**config.mk**
```make
export PLATFORM = sky130hd
export DESIGN_NAME = ilir_cell
export DESIGN_NICKNAME = d
export VERILOG_FILES = /design/src/hw/rtl/ilir_pkg.sv /design/src/hw/rtl/ilir_cell.sv
export SDC_FILE = /design/constraint.sdc
export NUM_CORES = 1
export LEC_CHECK = 0
export ABC_AREA = 1
export BUFFER_PORTS_ARGS = -buffer_cell sky130_fd_sc_hd__buf_2
export CAP_MARGIN = 20
export CELL_PAD_IN_SITES_DETAIL_PLACEMENT = 0
export CELL_PAD_IN_SITES_GLOBAL_PLACEMENT = 1
export CORE_MARGIN = 2
export CORE_UTILIZATION = 27
export DETAILED_ROUTE_END_ITERATION = 8
export PLACE_DENSITY = 0.87
export SYNTH_ARGS = -nofsm -noshare
export SYNTH_HDL_FRONTEND = slang
export SYNTH_SLANG_ARGS = --single-unit
```
**constraint.sdc**
```tcl
create_clock -name clk_i -period 7 [get_ports clk_i]
set_input_delay 0.7 -clock clk_i [delete_from_list [all_inputs] [get_ports clk_i]]
set_output_delay 0.7 -clock clk_i [all_outputs]
set_load 0.005 [all_outputs]
```
**src/hw/rtl/ilir_pkg.sv**
```systemverilog
// Package with the request, response and cell command types of the indexed list.
package ilir_pkg;

  localparam int unsigned IDX_W = 6;
  localparam int unsigned VAL_W = 32;
  localparam int unsigned CNT_W = 7;

  typedef enum logic [1:0] {
    OP_APPEND = 2'd0,
    OP_INSERT = 2'd1,
    OP_READ   = 2'd2,
    OP_REMOVE = 2'd3
  } op_e;

  typedef enum logic [1:0] {
    ERR_OK     = 2'd0,
    ERR_BOUNDS = 2'd1,
    ERR_FULL   = 2'd2
  } err_e;

  typedef struct packed {
    op_e              op;
    logic [IDX_W-1:0] index;
    logic [VAL_W-1:0] value;
  } req_t;

  typedef struct packed {
    logic [VAL_W-1:0] read_value;
    err_e             error;
    logic [CNT_W-1:0] count;
    logic             is_empty;
  } rsp_t;

  typedef struct packed {
    logic load;
    logic shift_up;
    logic shift_down;
  } cell_cmd_t;

endpackage

```
**src/hw/rtl/ilir_cell.sv**
```systemverilog
// One storage cell of the list chain, holding the entry at a fixed position.
module ilir_cell #(
  parameter int unsigned POS_W  = 6,
  parameter int unsigned POS    = 0,
  parameter int unsigned WORD_W = 32
) (
  input  logic                  clk_i,
  input  ilir_pkg::cell_cmd_t   cmd_i,
  input  logic [POS_W-1:0]      pos_i,
  input  logic [WORD_W-1:0]     word_i,
  input  logic [WORD_W-1:0]     left_i,
  input  logic [WORD_W-1:0]     right_i,
  output logic [WORD_W-1:0]     data_o,
  output logic [WORD_W-1:0]     rd_o
);

  logic [WORD_W-1:0] data_q;
  logic [WORD_W-1:0] data_d;
  logic              hit;
  logic              above;

  assign hit   = (pos_i == POS_W'(POS));
  assign above = (POS_W'(POS) > pos_i);

  always_comb begin
    data_d = data_q;
    if (cmd_i.load && hit) begin
      data_d = word_i;
    end else if (cmd_i.shift_up && above) begin
      data_d = left_i;
    end else if (cmd_i.shift_down && (above || hit)) begin
      data_d = right_i;
    end
  end

  always_ff @(posedge clk_i) begin
    data_q <= data_d;
  end

  assign data_o = data_q;
  assign rd_o   = hit ? data_q : '0;

endmodule

```
[Yosys cells after proc, flatten, opt, wreduce, memory -nomap -nowiden]
Cells that the tools add are included.
Storage, ports and cells
  flip-flop bits (word level): 32
Operators by class
  $lt $le $gt $ge: 1
  muxes and demuxes: 4
  reductions and logical operators: 6
Operators with widths (count)
  32-bit 2-to-1 mux: 4
  1-bit by 6-bit greater-than comparator with 1-bit output (first input constant): 1
  6-bit zero test: 1
  1-bit logical AND: 3
  3-bit nonzero test: 1
  1-bit logical OR: 1

[Depth between registers and ports, before layout]
  word-level depth: 6
  mapped depth: 6
  mapped depth without buffers: 5

[Worst setup path after synthesis]
No wires, ideal clock.
  path type: input port to flip-flop
  start: in pos_i[3]
  end: reg data_q[0] (netlist: data_o[0]), enable pin
  setup time: 0.421 ns
  arrival: 2.530 ns
  required time: 6.579 ns
  slack: 4.049 ns
  stages on the path: 5
  buffers on the path: 0
  cell sequence: nor2_1 nand2_2 nor2_8 inv_4 nor2_1
On the way
  cells in the longest elaborated chain, start to end: 4
  elaborated cells on any way between the ends: 7
  classes of those cells: 1 x order compare; 6 x reduce/logical
Ends and longest elaborated chain
  start, declared: line ilir_cell.sv:9  | input logic [POS_W-1:0] pos_i,
  1-bit by 6-bit greater-than comparator with 1-bit output / 6-bit zero test (equally long branches): line ilir_cell.sv:23, ilir_cell.sv:22
  1-bit logical OR: line ilir_cell.sv:31  | end else if (cmd_i.shift_down && (above || hit)) begin
  1-bit logical AND: line ilir_cell.sv:31
  3-bit nonzero test (no line) (*)
  end signal, assigned: line ilir_cell.sv:37  | data_q <= data_d;
  end, declared: line ilir_cell.sv:17  | logic [WORD_W-1:0] data_q;
Mark *: on every way between the ends. The rest lies on a longest branch, timed or not.
A chain may end at the register's enable or synchronous reset.

[Worst setup path in the final report]
  start: in pos_i[3]
  end: out rd_o[31]
On the way
  cells in the longest elaborated chain, start to end: 2
Ends and longest elaborated chain
  6-bit zero test: line ilir_cell.sv:22  | assign hit = (pos_i == POS_W'(POS));
  32-bit 2-to-1 mux: line ilir_cell.sv:41  | assign rd_o = hit ? data_q : '0;
  end, declared: line ilir_cell.sv:14  | output logic [WORD_W-1:0] rd_o
No other way between the ends.

==> impl_metrics.yaml <==
power_and_ir_drop:
  static-leakage-power_nw: 1.461
  power.density_nw_per_um2: 142.8
  comb_power_share_pct: 10.5
  power.net_switching_mw: 0.08365
  p_seq_share_pct: 55.8
  p_int_mw: 0.2992
  switching_share_pct: 21.85
  ir_drop_v: 0.00005566
  clock_power_share_pct: 33.6
die:
  die_w_microns: 87.79
  rows: 30
  dieArea_sq_um: 7707
  start_util_pct: 27.90
  die_y_microns: 87.79
  core_area_sq_um: 6794
  ios: 170
drt:
  vias_per_cell: 4.000
  dr.max_layer_used: "met4"
  drc: 0
  routedWlPerCell_microns: 11.04
  drt_iter0_drc: 47
  wl_met1_microns: 1964
  drt-pass1-iter-count: 4
  totalWireLength_microns: 4879
  antenna_left: 0
  vias: 1768
  dr_wl_met2_microns: 2565
  wl_met3_microns: 281
sta:
  setup_viol: 0
  finalSetupTns_ns: 0
  fmax_mhz: 353.4
  hold_violations: 0
  grt_setup_unrepaired: "false"
  worst_pin_slew_ns: 0.9244
  period_share_pct: 40.43
  slew_headroom_pct: 38.23
  fin_crit_ns: 2.830
  drv_slew: 0
run_status:
  outcome: "finished, final reports clean"
cts:
  cts_tree: "yes"
  cts.sinks: 32
  htreeDepth: 2
  numCtsBuffers: 5
  cts-root-buf: "clkbuf_8"
  postCtsHoldBufs: 0
  cts_max_path_buffers: 2
  post_cts_resized: 0
  cts_setup_buffers: 0
  clk_pin_slew_ns: 0.07
grt:
  grt_max_degree: 35
  antenna_found_initial: 0
  overflow: 0
  grt_pass1_wl_microns: 7438
  grt_usage_pct: 12.55
  first_global_vias: 1591
synth:
  synth_area_sq_um: 1896
  ys_types: 16
  yosys.area.top_type_share_pct: 50.69
  syn_avg_cell_area_sq_um: 8.817
  seq_area_frac_synth_pct: 50.69
  syn_nets: 321
  synth-seq-cells: 32
  ys.warnings.count: 0
  yosys-top-cells-area: "edfxtp_1 51%, nand2_1 13%, nand3_1 8.4%"
  synthCells: 215
  synth_area_leader_cell: "edfxtp_1"
placement:
  portBuffers: 136
  dpl.hpwl_microns: 3630
  gp_congestion: 0.7887
cells_and_area:
  fin_nets: 452
  utilization_pct: 39.45
  drive_gt1_share_pct: 51.16
  final_common_cell: "buf_2"
  layout_common_cells: "136 x buf_2, 64 x nand2_1, 32 x nand3_1, 32 x inv_1, 32 x edfxtp_1"
  largest_reg_flops: 32
  insertedDiodeCount: 0
  syn_to_final_growth_pct: 41.39
critical_path:
  arrival_ns: 2.13
  cp.required_ns: 6.30
  end_kind: "output port"
  startpoint_type: "primary input"
  path_class: "primary input to output port"
  path_max_fanout: 33
run:
  maxCapViolations: 0
worst_hold_path:
  hold_class: "primary input to flop"
[critical path: stages]
cell     delay [ns]
buf_2          0.10
nor2_1         0.15
nand2_2        0.11
nor2_8         0.39
inv_4          0.35
nor2_1         0.18
buf_2          0.13
[Yosys cell counts, drive strengths merged]
library cell   n
nand2         65
clkbuf         3
nor2          38
edfxtp        32
inv           34
nand4          1
buf           10
nand3         32
[power by group through the flow]
stage,clock (mW),combinational (mW),sequential [mW]
2_1_floorplan,0,0.0165,0.218
3_3_place_gp,0,0.0402,0.218
3_5_place_dp,0,0.0408,0.218
4_1_cts,0.136,0.0409,0.214
5_1_grt,0.143,0.0458,0.214
6_report,0.129,0.0403,0.214
[layer usage]
layer	GRT usage, %	vias up
li1	-	926
met1	15.02	772
met2	21.97	65
met3	3.016	5
met4	4.336	0
met5	0	-
[path summary, 6_finish.rpt]
path                       start         to  slack [ns]  cells past startpoint
worst min-delay path  right_i[2]  data_o[2]        0.68                      3
worst max-delay path    pos_i[3]   rd_o[31]        4.17                      7
[final cells by class]
class / count / area (sq um)
timing repair buffer: 137 / 688.2
clock inverter: 2 / 7.507
clock buffer: 5 / 68.82
fill: 717 / 4114
inverter: 34 / 130.1
sequential: 32 / 960.9
multi-input combinational: 136 / 704.4
tap: 96 / 120.1
[logic make-up after synthesis]
family,count (synthesis),synth area share [%]
AND/OR/NAND/NOR,136,36.77
buffers and inverters,47,12.54
flip-flops,32,50.69
[through the flow]
stage | worst slack (ns) | hold slack, ns | instances | total power, mW | area (sq um)
floorplan | 4.049 | 0.8786 | 215 | 0.2346 | 1896
global placement | 3.961 | 0.9655 | 435 | 0.2581 | 2604
detailed placement | 3.923 | 0.9686 | 435 | 0.2587 | 2604
CTS | 4.146 | 0.6722 | 442 | 0.3902 | 2680
global route | 4.025 | 0.6841 | 442 | 0.4029 | 2680
finish | 4.170 | 0.6837 | 442 | 0.3828 | 2680
Note: power is estimated with default switching activity, not from simulation.
